<file path="src/hw/rtl/pcs_pkg.sv">
// shared types, widths and helpers for the per-channel pixel statistics block
`timescale 1ns / 1ps

package pcs_pkg;

    localparam int FULL_SAMPLE_BITS = 16;
    localparam int PIXEL_CHANNELS   = 4;

    localparam int SAMPLE_W    = 16;
    localparam int COUNT_W     = 17;
    localparam int NBITS_W     = 5;
    localparam int CH_IDX_W    = 2;
    localparam int IN_TDATA_W  = PIXEL_CHANNELS * SAMPLE_W;
    localparam int OUT_PAYLD_W = 3 * SAMPLE_W + COUNT_W + NBITS_W;
    localparam int OUT_TDATA_W = ((OUT_PAYLD_W + 7) / 8) * 8;

    // seen-map entries hold the epoch of the image that marked them, zero is never
    localparam int EPOCH_W = 8;
    localparam logic [EPOCH_W-1:0] EPOCH_FIRST = EPOCH_W'(1);
    localparam logic [EPOCH_W-1:0] EPOCH_MAX   = {EPOCH_W{1'b1}};

    localparam logic [SAMPLE_W-1:0] NARROW_MASK = 16'h00FF;

    typedef logic [SAMPLE_W-1:0] t_sample;
    typedef logic [COUNT_W-1:0]  t_count;
    typedef logic [NBITS_W-1:0]  t_nbits;
    typedef logic [CH_IDX_W-1:0] t_ch_idx;

    typedef struct packed {
        t_sample or_mask;
        t_sample low_sample;
        t_sample high_sample;
        t_count  distinct_count;
    } t_chan_stat;

    // smallest b with 2^b >= count, zero for a count of zero or one
    function automatic t_nbits needed_bits(input t_count count);
        t_count m;
        t_nbits b;
        m = count - COUNT_W'(1);
        b = '0;
        if (count > COUNT_W'(1)) begin
            for (int i = 0; i < COUNT_W; i++) begin
                if (m[i]) begin
                    b = NBITS_W'(i + 1);
                end
            end
        end
        return b;
    endfunction

endpackage

</file>
<file path="src/hw/rtl/pcs_report.sv">
// report buffer and output register that sends one item per channel
`timescale 1ns / 1ps

module pcs_report #(
    parameter int CHANNELS = 4
) (
    input  logic                               i_clk,
    input  logic                               i_rst_n,
    input  logic                               i_load,
    input  pcs_pkg::t_chan_stat                i_stat [CHANNELS],
    output logic                               o_busy,
    output logic                               o_m_axis_tvalid,
    input  logic                               i_m_axis_tready,
    // or mask, smallest, largest, distinct count, needed bits, zero fill
    output logic [pcs_pkg::OUT_TDATA_W-1:0]    o_m_axis_tdata,
    // channel index
    output logic [pcs_pkg::CH_IDX_W-1:0]       o_m_axis_tuser,
    output logic                               o_m_axis_tlast
);

    import pcs_pkg::*;

    localparam t_ch_idx LAST_IDX = CH_IDX_W'(CHANNELS - 1);

    t_chan_stat r_buf [CHANNELS];
    logic       r_rep_valid;
    t_ch_idx    r_idx;
    logic       r_out_valid;
    logic [OUT_TDATA_W-1:0] r_out_tdata;
    t_ch_idx    r_out_tuser;
    logic       r_out_tlast;

    t_chan_stat w_sel;
    logic       w_send;

    always_comb begin
        w_sel = r_buf[0];
        for (int c = 0; c < CHANNELS; c++) begin
            if (r_idx == CH_IDX_W'(c)) begin
                w_sel = r_buf[c];
            end
        end
    end

    assign w_send = r_rep_valid && (!r_out_valid || i_m_axis_tready);

    always_ff @(posedge i_clk) begin
        if (!i_rst_n) begin
            r_rep_valid <= 1'b0;
            r_idx       <= '0;
            r_out_valid <= 1'b0;
        end else begin
            if (w_send) begin
                r_out_valid <= 1'b1;
            end else if (i_m_axis_tready) begin
                r_out_valid <= 1'b0;
            end
            if (i_load) begin
                r_rep_valid <= 1'b1;
                r_idx       <= '0;
            end else if (w_send) begin
                r_idx <= r_idx + CH_IDX_W'(1);
                if (r_idx == LAST_IDX) begin
                    r_rep_valid <= 1'b0;
                end
            end
        end
    end

    always_ff @(posedge i_clk) begin
        if (i_load) begin
            r_buf <= i_stat;
        end
        if (w_send) begin
            r_out_tdata <= OUT_TDATA_W'({needed_bits(w_sel.distinct_count),
                                         w_sel.distinct_count, w_sel.high_sample,
                                         w_sel.low_sample, w_sel.or_mask});
            r_out_tuser <= r_idx;
            r_out_tlast <= (r_idx == LAST_IDX);
        end
    end

    assign o_busy          = r_rep_valid;
    assign o_m_axis_tvalid = r_out_valid;
    assign o_m_axis_tdata  = r_out_tdata;
    assign o_m_axis_tuser  = r_out_tuser;
    assign o_m_axis_tlast  = r_out_tlast;

endmodule

</file>
<file path="config.mk">
export PLATFORM = sky130hd
export DESIGN_NAME = pcs_report
export DESIGN_NICKNAME = d
export VERILOG_FILES = /design/src/hw/rtl/pcs_pkg.sv /design/src/hw/rtl/pcs_report.sv
export SDC_FILE = /design/constraint.sdc
export NUM_CORES = 1
export LEC_CHECK = 0
export BUFFER_PORTS_ARGS = -buffer_cell sky130_fd_sc_hd__clkbuf_2
export CELL_PAD_IN_SITES_DETAIL_PLACEMENT = 2
export CELL_PAD_IN_SITES_GLOBAL_PLACEMENT = 2
export CORE_MARGIN = 2
export CORE_UTILIZATION = 39
export DETAILED_ROUTE_END_ITERATION = 10
export PLACE_DENSITY_LB_ADDON = 0.1
export SKIP_LAST_GASP = 1
export SYNTH_ARGS = -nofsm -noshare
export SYNTH_HDL_FRONTEND = slang
export SYNTH_SLANG_ARGS = --single-unit
export TNS_END_PERCENT = 100
</file>
<file path="constraint.sdc">
create_clock -name i_clk -period 8.7 [get_ports i_clk]
set_input_delay 0.435 -clock i_clk [delete_from_list [all_inputs] [get_ports i_clk]]
set_output_delay 0.435 -clock i_clk [all_outputs]
set_load 0.05 [all_outputs]
</file>
==> impl_metrics.env, run 1 <==
export IMPL_status="complete, no violations"
export IMPL_grt_overflow=0
export IMPL_clkTransAtPathRegs_ns=0.06
export IMPL_cts_htree_levels=2
export IMPL_synth_mux_area_share_pct=5.42
export IMPL_period_needed_ns=4.68
export IMPL_rsz0062_at_grt="false"
export IMPL_drive_above_1_share_pct=34.3
export IMPL_hold_viol=0
export IMPL_path_class="register to register"
export IMPL_postCtsSetupRepairBufs=0
export IMPL_cp_arrival_ns=4.91
export IMPL_grt_antenna_before_repair=10
export IMPL_leakage_uw=0.00618
export IMPL_ys_flop_type="edfxtp_1"
export IMPL_powerDensity_nw_per_um2=237
export IMPL_via_per_inst=5.00
export IMPL_synth_adder_area_share_pct=0.574
export IMPL_antenna_left=0
export IMPL_synth_top_family_by_area="compound AO/OA/AOI/OAI gates"
export IMPL_dr_pass1_iters=5
export IMPL_maxCapViolations=0
export IMPL_yosys_area_top_type="edfxtp_1"
export IMPL_pwr_share_clk_pct=38.2
export IMPL_stdcell_count=1669
export IMPL_nets=1456
export IMPL_synth_warnings=0
export IMPL_use_met1_pct=23.4
export IMPL_cts_tree="built"
export IMPL_synth_seq_area_share_pct=77.1
export IMPL_pwr_share_comb_pct=10.7
export IMPL_layout_common_cells="337 x clkbuf_2, 333 x edfxtp_1, 72 x nor2_1"
export IMPL_cts_buffer_depth=3
export IMPL_sw_frac_of_total_pct=24.8
export IMPL_numCtsBuffers=38
export IMPL_finClkSkew_ns=0.0167
export IMPL_grt_pass1_wl_um=55700
export IMPL_setup_violations=0
export IMPL_synth_compound_area_share_pct=7.63
export IMPL_wirelength_um=37100
export IMPL_use_met2_pct=38.0
export IMPL_grt_pass1_vias=9386
export IMPL_core_area_sq_um=33300
export IMPL_drtIter0Drc=468
export IMPL_tightest_slew_ns=1.08
export IMPL_vias=8341
export IMPL_wire_per_inst_um=22.2
export IMPL_seqPwrFrac_pct=51.1
export IMPL_gp_congestion=0.807
export IMPL_intPower_uw=2920
export IMPL_synth_edf_count=333
export IMPL_drc=0
export IMPL_ios=341
export IMPL_synthXorXnorAreaFrac_pct=0.469
export IMPL_synth_distinct_cells=63
export IMPL_max_vdd_ir_drop_mv=0.167
export IMPL_die_y_um=187
export IMPL_maxSlewViolCount=0
export IMPL_max_freq_ghz=0.214
export IMPL_grt_busiest_layer="met2"
export IMPL_cp_top_family="compound AO/OA/AOI/OAI gates"
export IMPL_cp_end_kind="register"
export IMPL_io_buffers=338
export IMPL_grt_max_degree=131
export IMPL_start_util_pct=39.3
export IMPL_cp_slowest_cell="buf_4"
export IMPL_cts_sinks=337
export IMPL_p_sw_uw=964
export IMPL_syn_area_per_cell_sq_um=15.5
export IMPL_place_detailed_hpwl_um=25900
export IMPL_cts_hold_buffers=0
export IMPL_fin_crit_sh_pct=53.8
export IMPL_met3_usage_pct=5.82
export IMPL_synth_area_top_cells="edfxtp_1 76%, mux2i_1 4.9%, a21oi_1 2.4%"
export IMPL_worstSkewPairLatency_ns=0.53
export IMPL_cp_max_fo=80
export IMPL_crit_path_start_kind="register"
export IMPL_synth_seq_cells=337
export IMPL_fp_dieArea_sq_um=35000
export IMPL_hold_class="primary input to register"
export IMPL_ctsResizeCount=0
export IMPL_crit_chain="ha_4, buf_4, a221o_1, clkinv_1, nor4_2, nand2_1, xnor2_1, a2111oi_0, o311ai_0, a211oi_2"
export IMPL_async_flop_share_pct=0
export IMPL_synth_top_area_share_pct=76.5
export IMPL_num_rows=67
export IMPL_dpl_cell_count=1594
export IMPL_critPathRequiredTime_ns=8.93
export IMPL_layout_commonest_cell="clkbuf_2"
export IMPL_synthToLayoutAreaGrowth_pct=25.3
export IMPL_ctsRootBufferMaster="clkbuf_16"
export IMPL_yosys_area_share_simple_pct=6.67
export IMPL_synth_cells=842
export IMPL_dieWidth_um=187
export IMPL_tns_ns=0
export IMPL_synth_area_sq_um=13100
export IMPL_worst_path_buf_inv=2
export IMPL_cpPeakStageDelay_ns=0.73
export IMPL_timing_slew_headroom_pct=28.2
export IMPL_grt_use_total_pct=21.1
worst register-to-register path: stages, from the launching register on:
cell and delay (ns):
dfxtp_1 0.49, ha_4 0.56, buf_4 0.73, a221o_1 0.39, clkinv_1 0.26, nor4_2 0.56, nand2_1 0.27, xnor2_1 0.27
a2111oi_0 0.11, o311ai_0 0.60, a211oi_2 0.15
synth_stat cells (5+ instances only):
| cell | n |
|---|---|
| nor2_1 | 72 |
| buf_1 | 10 |
| mux2i_1 | 64 |
| inv_1 | 16 |
| a211oi_1 | 9 |
| nor3b_1 | 6 |
| o21ai_0 | 57 |
| a31oi_1 | 5 |
| nor2b_1 | 7 |
| clkbuf_1 | 22 |
| xnor2_1 | 5 |
| o22ai_1 | 6 |
| nand2b_1 | 7 |
| nand3_1 | 7 |
| a21oi_1 | 62 |
| ha_1 | 6 |
| edfxtp_1 | 333 |
| nand2_1 | 67 |
final cells by class:
class | count | area, sq um
inverter | 21 | 78.8
tap | 448 | 561
fill | 3243 | 16900
multi-input combinational | 443 | 2760
clock inverter | 19 | 120
clock buffer | 48 | 1010
timing repair buffer | 345 | 1750
antenna | 8 | 20.0
sequential | 337 | 10100
layer usage:
layer / vias up / share of wire (%)
met5: - / 0.092
met4: 6 / 3.1
met3: 67 / 6.0
met2: 243 / 53
met1: 4142 / 38
li1: 3883 / -
power groups by stage:
stage          clock network, uW  registers, uW  logic [uW]
6_report                    1480           1980         416
5_1_grt                     1590           2000         452
4_1_cts                     1530           1990         423
3_5_place_dp                   0           2020         419
3_3_place_gp                   0           2010         405
2_1_floorplan                  0           2100         148
sequential cells by signal (all words and copies together) (netlist names):
signal / count
o_m_axis_tuser: 2
o_m_axis_tdata: 70
r_buf: 260
o_busy: 1
o_m_axis_tvalid: 1
o_m_axis_tlast: 1
r_idx: 2
cell families (layout without fill, tap and decap cells):
group | Yosys count | after routing
DFF | 337 | 337
buffers and inverters | 63 | 433
AOI/OAI and AO/OA | 169 | 169
and+or+nand+nor | 190 | 190
adders and majority gates | 6 | 6
xor gates and xnor gates | 7 | 7
muxes | 69 | 69
other | 1 | 10
through the flow:
step	utilization, %	power [uW]	hold WS (ns)	instance area, sq um	worst slack, ns
2_1_floorplan	-	2250	0.482	13100	5.24
3_3_place_gp	45.8	2410	0.500	15200	4.17
3_5_place_dp	45.8	2440	0.522	15200	4.03
4_1_cts	49.2	3930	0.0460	16400	4.03
5_1_grt	49.2	4030	0.0527	16400	3.68
6_report	49.2	3880	0.0788	16400	4.02
path summary, 6_finish.rpt:
kind | end | startpoint | depth (start not counted) | slack (ns)
worst max-delay path | o_m_axis_tdata[65]$_SDFFCE_PP0P_ | r_idx[0]$_SDFFE_PP0P_ | 10 | 4.02
worst min-delay path | r_buf[259]$_DFFE_PP_ | i_stat[259] | 1 | 0.08
worst max register to register | o_m_axis_tdata[65]$_SDFFCE_PP0P_ | r_idx[0]$_SDFFE_PP0P_ | 10 | 4.02
worst min register to register | o_m_axis_tdata[24]$_DFFE_PP_ | r_buf[41]$_DFFE_PP_ | 2 | 0.53
Power figures use the tool's default switching activity.
==> run 2: changes to the inputs <==
- ABC_AREA: unset -> 1
- CORE_UTILIZATION: 39 -> 35
- clock period: 8.7 -> 4.43 ns (I/O delays scaled with it)
==> impl_metrics.env, run 2 <==
export IMPL_status="complete, no violations"
export IMPL_synth_cells=923
export IMPL_cts_htree_levels=2
export IMPL_antenna_left=0
export IMPL_synth_area_top_cells="edfxtp_1 77%, nand2_1 6.2%, o21ai_0 3.8%"
export IMPL_nets=1801
export IMPL_synth_edf_count=333
export IMPL_finClkSkew_ns=0.0131
export IMPL_ctsRootBufferMaster="clkbuf_16"
export IMPL_grt_max_degree=96
export IMPL_cts_sinks=337
export IMPL_crit_path_start_kind="register"
export IMPL_grt_pass1_vias=11465
export IMPL_tns_ns=0
export IMPL_setup_ws_ns=0.979
export IMPL_path_class="register to register"
export IMPL_start_util_pct=35.6
export IMPL_dieWidth_um=197
export IMPL_synth_commonest_cells="333 x edfxtp_1, 215 x nand2_1, 100 x o21ai_0"
export IMPL_synthToLayoutAreaGrowth_pct=45.9
export IMPL_cp_common_cell="nand2_1"
export IMPL_worstSkewPairLatency_ns=0.53
export IMPL_largest_reg_flops=260
export IMPL_syn_area_per_cell_sq_um=14.1
export IMPL_ys_flop_type="edfxtp_1"
export IMPL_synth_warnings=0
export IMPL_vias=9831
export IMPL_numCtsBuffers=39
export IMPL_grt_use_total_pct=24.6
export IMPL_critPathRequiredTime_ns=4.70
export IMPL_gp_congestion=0.795
export IMPL_timing_slew_headroom_pct=46.6
export IMPL_fp_dieArea_sq_um=38800
export IMPL_cts_buffer_depth=3
export IMPL_dp_slack_ns=0.924
export IMPL_period_needed_ns=3.45
export IMPL_fin_crit_sh_pct=77.9
export IMPL_ctsResizeCount=0
export IMPL_layout_common_cells="337 x clkbuf_2, 333 x edfxtp_1, 262 x dlygate4sd3_1"
export IMPL_dr_pass1_iters=4
export IMPL_io_buffers=338
export IMPL_hold_viol=0
export IMPL_cp_max_fo=31
export IMPL_synth_top_area_share_pct=76.7
export IMPL_core_area_sq_um=36600
export IMPL_drc=0
export IMPL_synth_distinct_cells=47
export IMPL_clkTransAtPathRegs_ns=0.06
export IMPL_grt_antenna_before_repair=7
export IMPL_stdcell_area_sq_um=19000
export IMPL_setup_violations=0
export IMPL_synthMostInstantiatedCell="edfxtp_1"
export IMPL_place_detailed_hpwl_um=26300
export IMPL_maxCapViolations=0
export IMPL_drtIter0Drc=391
export IMPL_cp_startpoint="r_idx[0]$_SDFFE_PP0P_"
export IMPL_tightest_slew_ns=0.800
export IMPL_cpPeakStageDelay_ns=0.50
export IMPL_cp_slowest_cell="dfxtp_1"
export IMPL_wire_per_inst_um=23.4
export IMPL_cts_tree="built"
export IMPL_grt_pass1_wl_um=70600
export IMPL_maxSlewViolCount=0
export IMPL_ios=341
export IMPL_max_freq_ghz=0.290
export IMPL_top_register="r_buf"
export IMPL_synth_seq_area_share_pct=77.3
export IMPL_min_from="i_load"
export IMPL_wirelength_um=47400
export IMPL_num_rows=70
export IMPL_cp_arrival_ns=3.72
export IMPL_powerDensity_nw_per_um2=421
export IMPL_regToRegStartpoint="r_idx[0]$_SDFFE_PP0P_"
export IMPL_crit_chain="ha_4, inv_2, nand2_4, nand3_4, a21oi_4, ha_1, nand3_1, inv_1, nand2_1, nor2_2, nand4_1, xor2_1, nand2_1, nor2_1, a21oi_1"
export IMPL_synth_area_sq_um=13000
export IMPL_via_per_inst=4.85
export IMPL_leakage_uw=0.00770
export IMPL_yosys_area_top_type="edfxtp_1"
export IMPL_hold_class="primary input to register"
export IMPL_layout_commonest_cell="clkbuf_2"
export IMPL_async_flop_share_pct=0
export IMPL_grt_overflow=0
export IMPL_die_y_um=197
export IMPL_placed_area_sq_um=15200
export IMPL_drive_above_1_share_pct=28.4
export IMPL_cp_end_kind="register"
export IMPL_rsz0062_at_grt="false"
export IMPL_synth_seq_cells=337
export IMPL_max_vdd_ir_drop_mv=0.316
export IMPL_fill_cells=3540
## run 2: cells by family (layout without fill, tap and decap cells)
| kind of cell | after synthesis | after routing | share of synthesized area [%] |
|---|---|---|---|
| AND/OR/NAND/NOR | 336 | 336 | 11.8 |
| XOR/XNOR | 10 | 10 | 0.672 |
| flip-flops | 337 | 337 | 77.3 |
| other | 1 | 8 | 0.0288 |
| buffers and inverters | 85 | 716 | 3.11 |
| adder cells (fa/ha/maj) | 6 | 6 | 0.576 |
| AO/OA/AOI/OAI | 148 | 148 | 6.46 |
## run 2: worst paths after layout
| check | slack, ns | depth (start not counted) | to |
|---|---|---|---|
| setup reg to reg | 0.98 | 15 | o_m_axis_tdata[68]$_SDFFCE_PP0P_ |
| setup / recovery | 0.98 | 15 | o_m_axis_tdata[68]$_SDFFCE_PP0P_ |
| hold reg to reg | 0.54 | 2 | o_m_axis_tdata[24]$_DFFE_PP_ |
| hold / removal | 0.21 | 1 | r_buf[112]$_DFFE_PP_ |
## run 2: metrics by stage
stage	cells	utilization, %	hold WS [ns]	total power, uW
finish	2029	51.9	0.212	8010
global route	2028	51.9	0.248	8290
CTS	2023	51.9	0.219	7970
detailed placement	1696	41.6	0.401	4760
global placement	1696	41.6	0.399	4720
floorplan	924	-	0.320	4400
## run 2: cell type report
cell class / instances / area [sq um] / share of cell area, %
flip-flops and latches: 337 / 10100 / 53.0
multi-input cells: 502 / 2590 / 13.6
repair buffers: 610 / 4420 / 23.3
clock inverters: 16 / 106 / 0.559
well taps: 468 / 586 / 3.08
diodes: 6 / 15.0 / 0.0790
inverters: 41 / 159 / 0.836
clock buffers: 49 / 1060 / 5.55
## run 2: layer usage
metal | up-vias | share of wire [%] | global-route usage [%]
li1 | 4510 | - | -
met4 | 2 | 3.3 | 8.72
met1 | 4916 | 38 | 27.6
met2 | 318 | 55 | 46.4
met3 | 85 | 4.4 | 4.50
met5 | - | 0.023 | 0
## run 2: timing repair
action / in CTS / in global routing
buffers inserted: 0 / 0
hold endpoints to repair: 263 / 0
hold buffers: 262 / 0
## run 2: power breakdown
group | leakage [uW] | switching (uW) | total (uW) | internal [uW]
clock network | 0.000568 | 1330 | 3070 | 1740
logic | 0.00386 | 643 | 1030 | 385
registers | 0.00327 | 102 | 3910 | 3810
## run 2: worst max-delay path: cells and delay by family, from the launching register on
kind / cells / cell delay, ns
simple gates: 8 / 1.00
fa+ha+maj: 2 / 0.66
flops: 1 / 0.50
buf+inv: 2 / 0.49
compound gates: 2 / 0.33
xor+xnor: 1 / 0.21
